$ cat src/rtl/pec_pkg.sv
// shared constants and types for the peak event count block
`timescale 1ns / 1ps

package pec_pkg;

  localparam int unsigned WINDOW_DEPTH = 1024;
  localparam int unsigned PTR_W        = $clog2(WINDOW_DEPTH);
  localparam int unsigned CNT_W        = $clog2(WINDOW_DEPTH + 1);
  localparam int unsigned TIME_W       = 32;
  localparam int unsigned NUM_W        = 32;
  localparam int unsigned BCNT_W       = 11;

  localparam logic [TIME_W-1:0] SPAN_RESET = TIME_W'(60);

  // operands of the shared subtract and compare unit
  typedef struct packed {
    logic [TIME_W-1:0] minuend;
    logic [TIME_W-1:0] subtrahend;
    logic [TIME_W-1:0] limit;
  } cmp_req_t;

endpackage

$ cat src/rtl/pec_cmp.sv
// shared subtract and compare unit: true when minuend - subtrahend > limit without borrow
`timescale 1ns / 1ps

module pec_cmp (
  input  pec_pkg::cmp_req_t req_i,
  output logic              gt_o
);

  logic [pec_pkg::TIME_W:0] diff;

  assign diff = {1'b0, req_i.minuend} - {1'b0, req_i.subtrahend};
  assign gt_o = !diff[pec_pkg::TIME_W] && (diff[pec_pkg::TIME_W-1:0] > req_i.limit);

endmodule

$ cat config.mk
export PLATFORM = sky130hd
export DESIGN_NAME = pec_cmp
export DESIGN_NICKNAME = d
export VERILOG_FILES = /design/src/rtl/pec_pkg.sv /design/src/rtl/pec_cmp.sv
export SDC_FILE = /design/constraint.sdc
export NUM_CORES = 1
export LEC_CHECK = 0
export BUFFER_PORTS_ARGS = -buffer_cell sky130_fd_sc_hd__buf_2
export CORE_ASPECT_RATIO = 2
export CORE_MARGIN = 3
export CORE_UTILIZATION = 45
export DETAILED_ROUTE_END_ITERATION = 7
export PLACE_DENSITY = 0.76
export RECOVER_POWER = 50
export SLEW_MARGIN = 5
export SYNTH_ARGS = -nofsm -noshare
export SYNTH_HDL_FRONTEND = slang
export SYNTH_SLANG_ARGS = --single-unit
$ cat constraint.sdc
create_clock -name vclk -period 4.6
set_input_delay 0.92 -clock vclk [all_inputs]
set_output_delay 0.92 -clock vclk [all_outputs]
set_load 0.1 [all_outputs]
After elaboration in Yosys (flattened, before gate mapping). Index checks and enable logic that the tools add are counted.

Reductions and logical operators: 2. Magnitude comparators: 1. $add $sub $neg: 1.

Operator list (count): $sub A32 B32 Y33 (1); $gt A32 B32 Y1 (1); $logic_and A1 B1 Y1 (1); $logic_not A1 Y1 (1).

Output and inout bits: 1. Input bits: 96. Word-level logic and storage cells: 4. Flip-flop bits (word level): 0.

Logic depth before layout (Yosys ltp). Gate-level depths: netlist of run 1.

Depth after elaboration: 3. Mapped depth: 18. Gate-level depth less buffers: 18.

Least setup slack after synthesis of run 1. No wires, ideal clock.

Path kind: input-to-output. Start: input req_i[34] in the netlist's numbering. End: output gt_o. Path buffers: 0. Path slack: -511 ps. Stages: 16. Arrival time: 4191 ps. Cell sequence: inv_1 ha_1 nor2_1 a211oi_1 nor3b_2 o41ai_2 a31oi_1 xnor2_1 ha_1 nand4_1 or2_2 nor2_1 o21ai_1 o211ai_1 a221o_1 o211a_1.

Longest elaborated chain between the ends: 3.

Ends and longest elaborated chain: from (decl) (line pec_cmp.sv:5) `input pec_pkg::cmp_req_t req_i,`; $sub A32 B32 Y33 * (line pec_cmp.sv:11) `assign diff = {1'b0, req_i.minuend} - {1'b0, req_i.subtrahend};`; $gt A32 B32 Y1 or $logic_not A1 Y1 (tied branches) (line pec_cmp.sv:12) `assign gt_o = !diff[pec_pkg::TIME_W] && (diff[pec_pkg::TIME_W-1:0] > req_i.limit);`; $logic_and A1 B1 Y1 * (line pec_cmp.sv:12); to (decl) (line pec_cmp.sv:6) `output logic gt_o`.

Every way passes the cells marked *; elsewhere a longest branch is shown, timed or not.

Worst setup path in the final report of run 1.
Start: input req_i[33] in the netlist's numbering. End: output gt_o.

Same word-level chain as after synthesis.

==> impl_metrics.tcl, run 1 <==
set metrics [dict create \
    grt_pass1_vias 3523 \
    gr-total-overflow 0 \
    grtUsageMet3_pct 0.664 \
    seq_cells 0 \
    ys_seq_area_share_pct 0 \
    setup_viol 1 \
    min_period_ns 5.19 \
    cp.arrival_ns 4.27 \
    final_core_util_pct 72.8 \
    met1_usage_pct 23.4 \
    synthCells 381 \
    rows 39 \
    report.final.hold_viol_count 0 \
    grt_max_degree 7 \
    ir_drop_v 0.0000863 \
    detail_route.vias_per_cell 5.43 \
    ant_nets 0 \
    layout_common_cells "101 x buf_4, 95 x buf_2, 70 x inv_1" \
    vias 3434 \
    finalMaxSlewViolations 0 \
    numPortBuffers 97 \
    violations "setup timing" \
    antenna_found_initial 0 \
    dpl-instance-area_um2 4050 \
    slowest_stage "a2111o_1" \
    crit_fanout 4 \
    max_stage_delay_ns 0.53 \
    fillers 465 \
    fp.coreArea_um2 5810 \
    path_class "primary input to output port" \
    grt_pass1_wl_mm 14.2 \
    fin_ws_ns -0.593 \
    fin_area_um2 4230 \
    busiest_layer "met2" \
    hold_class "primary input to output port" \
    drtPass1Iterations 5 \
    start_util_pct 47.2 \
    synth.distinct_cells 57 \
    clock_buffers 0 \
    critPathCaptureType "output port" \
    outcome "complete, but fails checks" \
    syn_nets 542 \
    die_x_um 61.2 \
    syn_to_final_growth_pct 54.3 \
    wl_per_cell_um 14.0 \
    power_w 0.000662 \
    drive_above_1_share_pct 42.9 \
    layout_commonest_cell "buf_4" \
    fp.dieArea_um2 7120 \
    startpoint_type "primary input" \
    cp_num_buf_inv 3 \
    maxCapViolations 0 \
    rsz0062_at_grt "yes" \
    first_iter_violations 150 \
    drt_wl_total_mm 8.83 \
    nets 734 \
    fin_setup_tns_ns -0.593 \
    slew_headroom_pct 76.5 \
    netlist_area_um2 2740 \
    io_pins 97 \
    place.gp.congestion 0.978 \
    groute.usage.overall_pct 24.9 \
    fin_crit_sh_pct 113 \
    drc 0 \
    power_density_nw_per_um2 157 \
    n_antenna_cell 0 \
    required_ns 3.68 \
    max_freq_ghz 0.193 \
    power_leakage_nw 2.42 \
    ctsHoldBuffers 0 \
    crit_chain "buf_2 > buf_4 > fa_2 > nor2b_4 > o21bai_4 > a2111o_1 > nand3_4 > a21oi_4 > o31ai_4 > xor2_1 > ha_1 > a21o_1 > a21o_1 > a221o_1 > o211a_4 > buf_12" \
    synth.avg_cell_area_um2 7.19 \
    die_h_um 116 \
    hpwl_mm 7.69 \
    crit_top_cell "a21o_1" \
    multi_input_area_um2 2610 \
    yosysWarnings 0 \
    tightest_slew_ns 0.348 \
    critPathTopFamily "compound AO/OA/AOI/OAI gates" \
    use_met2_pct 51.6 \
    regArea_um2 0 \
]
==> tightest hold or removal path, delay by kind of cell <==
family,cells,cell delay (ns)
buffers and inverters,3,0.31
AOI/OAI and AO/OA,2,0.30
adders and majority gates,1,0.13
==> synthesized netlist by cell type, drive strengths merged, types with 6 or more instances <==
cell | number | area, um^2
a211oi | 6 | 45.0
a21o | 21 | 159
a21oi | 34 | 170
buf | 8 | 71.3
ha | 64 | 801
inv | 71 | 267
nand2 | 24 | 97.6
nand3 | 9 | 45.0
nand4 | 9 | 56.3
nor2 | 19 | 71.3
nor3 | 9 | 45.0
o21a | 8 | 61.3
o21ai | 14 | 73.8
xnor2 | 16 | 140
xor2 | 12 | 105
==> final timing paths <==
check	from	end	depth (start not counted)
worst max-delay path	req_i[33]	gt_o	16
worst min-delay path	req_i[31]	gt_o	6
==> final cells by class <==
class	instances	area share, %
multi-input cells	302	61.7
repair buffers	198	29.9
inverters	71	6.60
well taps	61	1.81
==> metal layers <==
metal / vias up / part of all wire, %
met5: - / 0
met4: 0 / 4.6
met3: 34 / 2.6
met2: 97 / 59
met1: 1575 / 34
li1: 1728 / -
==> repair_timing <==
item | 4_1_cts | 5_1_grt
endpoints found under the setup margin | 1 | 1
pin swaps | 19 | 5
gates resized for setup | 21 | 6
buffers inserted | 4 | 1
==> power breakdown <==
part	switching [W]	total (W)	internal, W
Clock	0	0	0
Sequential	0	0	0
Combinational	0.000321	0.000662	0.000341
==> cell families (layout without fill, tap and decap cells) <==
kind of cell             count (synthesis)  count (layout)  share of synthesized area, %
AO/OA/AOI/OAI                          117             117                          31.1
AND/OR/NAND/NOR                         92              92                          17.7
buffers and inverters                   79             269                          12.3
XOR/XNOR                                28              28                          8.95
adder cells (fa/ha/maj)                 65              65                          30.0
==> metrics by stage <==
stage / instances / setup slack [ns] / hold slack [ns]
floorplan: 381 / -0.212 / 2.39
global placement: 627 / -0.681 / 2.57
detailed placement: 627 / -0.791 / 2.58
CTS: 631 / -0.507 / 2.58
global route: 632 / -0.750 / 2.61
finish: 632 / -0.593 / 2.60
Power figures use the tool's default switching activity.
==> run 2: changes to the inputs <==
--- a/config.mk
+++ b/config.mk
@@ -10,7 +10,7 @@
 export CORE_MARGIN = 3
 export CORE_UTILIZATION = 45
 export DETAILED_ROUTE_END_ITERATION = 7
-export PLACE_DENSITY = 0.76
+export PLACE_DENSITY = 0.73
 export RECOVER_POWER = 50
 export SLEW_MARGIN = 5
 export SYNTH_ARGS = -nofsm -noshare
==> constraint.sdc (replaced) <==
create_clock -name vclk -period 6.1
set_input_delay 1.22 -clock vclk [all_inputs]
set_output_delay 1.22 -clock vclk [all_outputs]
set_load 0.1 [all_outputs]
==> impl_metrics.tcl, run 2 (same netlist as run 1, synthesis figures left out) <==
set metrics [dict create \
    outcome "finished clean" \
    fp.coreArea_um2 5810 \
    cp.arrival_ns 4.70 \
    ctsResizeCount 0 \
    critPathTopFamily "compound AO/OA/AOI/OAI gates" \
    required_ns 4.88 \
    cp_num_buf_inv 2 \
    maxCapViolations 0 \
    n_antenna_cell 0 \
    vias 3035 \
    grt_pass1_vias 2994 \
    antenna_found_initial 0 \
    crit_fanout 4 \
    critPathCaptureType "output port" \
    max_freq_ghz 0.169 \
    die_x_um 61.2 \
    regArea_um2 0 \
    crit_chain "buf_2 > ha_1 > fa_1 > nor2b_2 > o21bai_1 > a2111o_1 > nand3_1 > a21oi_4 > o21ai_1 > xnor2_1 > ha_1 > and4_1 > nand2_1 > nor3_1 > a221o_1 > o211a_1 > buf_12" \
    ir_drop_v 0.0000448 \
    crit_start "req_i[32]" \
    detail_route.vias_per_cell 5.66 \
    groute.usage.overall_pct 20.0 \
    finalMaxSlewViolations 0 \
    start_util_pct 47.2 \
    die_h_um 116 \
    clock_buffers 0 \
    hold_class "primary input to output port" \
    gr-total-overflow 0 \
    slowest_stage "a2111o_1" \
    max_stage_delay_ns 0.45 \
    slew_headroom_pct 69.9 \
    hold_end "gt_o" \
    dpl-instance-area_um2 3280 \
    cts_setup_buffers 0 \
    nets 638 \
    first_iter_violations 69 \
    place.gp.congestion 0.855 \
    report.final.hold_viol_count 0 \
    fin_area_um2 3310 \
    drtPass1Iterations 4 \
    power_density_nw_per_um2 115 \
    ctsHoldBuffers 0 \
    crit_top_cell "ha_1" \
    layout_commonest_cell "buf_2" \
    io_pins 97 \
    min-delay-start "req_i[95]" \
    setup_viol 0 \
    wl_per_cell_um 13.2 \
    fillers 613 \
    drt_wl_total_mm 7.06 \
    seq_cells 0 \
    numPortBuffers 97 \
    path_class "primary input to output port" \
    hpwl_mm 6.43 \
    fin_ws_ns 0.183 \
    startpoint_type "primary input" \
    min_period_ns 5.92 \
    grt_pass1_wl_mm 11.8 \
    rows 39 \
    layout_common_cells "96 x buf_2, 71 x inv_1, 64 x ha_1" \
    drc 0 \
    pre_cts_ws_ns 0.0857 \
    syn_to_final_growth_pct 20.8 \
    tightest_slew_ns 0.446 \
    holdPathStages 6 \
    ant_nets 0 \
    fin_crit_sh_pct 97.0 \
    power_leakage_nw 1.93 \
    drive_above_1_share_pct 26.1 \
    fp.dieArea_um2 7120 \
    grt_max_degree 9 \
]
## run 2: layer usage
metal	share of wire (%)	wire [um]	global-route usage (%)
met5	0	0	0
met2	58	4130	41.6
met3	3.9	277	0.332
met4	2.8	201	5.21
met1	35	2450	20.1
## run 2: cell type report
type | count | area (um^2) | area share [%]
Tap cell | 61 | 76.3 | 2.31
Multi-Input combinational cell | 302 | 2430 | 73.4
Inverter | 71 | 267 | 8.05
Timing Repair Buffer | 102 | 538 | 16.3
## run 2: worst min-delay path: stages
cell	delay, ns
buf_2	0.08
ha_1	0.15
nor3b_1	0.06
o221ai_1	0.07
o211a_1	0.21
buf_12	0.19
## run 2: worst max path at each step
stage / to / cells after the start
2_1_floorplan: gt_o / 16
3_5_place_dp: gt_o / 19
4_1_cts: gt_o / 19
5_1_grt: gt_o / 17
3_3_place_gp: gt_o / 19
6_report: gt_o / 17
## run 2: where the power goes
| part | switching (W) | internal (W) |
|---|---|---|
| logic | 0.000204 | 0.000178 |
| clock network | 0 | 0 |
| registers | 0 | 0 |
| total | 0.000204 | 0.000178 |
## run 2: stage by stage
stage                     std cells  TNS (ns)  total power (W)  hold WS, ns  util, %
after floorplan                 381         0         0.000279         3.20        -
after global placement          536         0         0.000364         3.19     56.5
after detailed placement        536         0         0.000374         3.21     56.5
after CTS                       536         0         0.000376         3.21     56.5
after global routing            536  -0.00373         0.000430         3.24     57.0
final                           536         0         0.000382         3.19     57.0
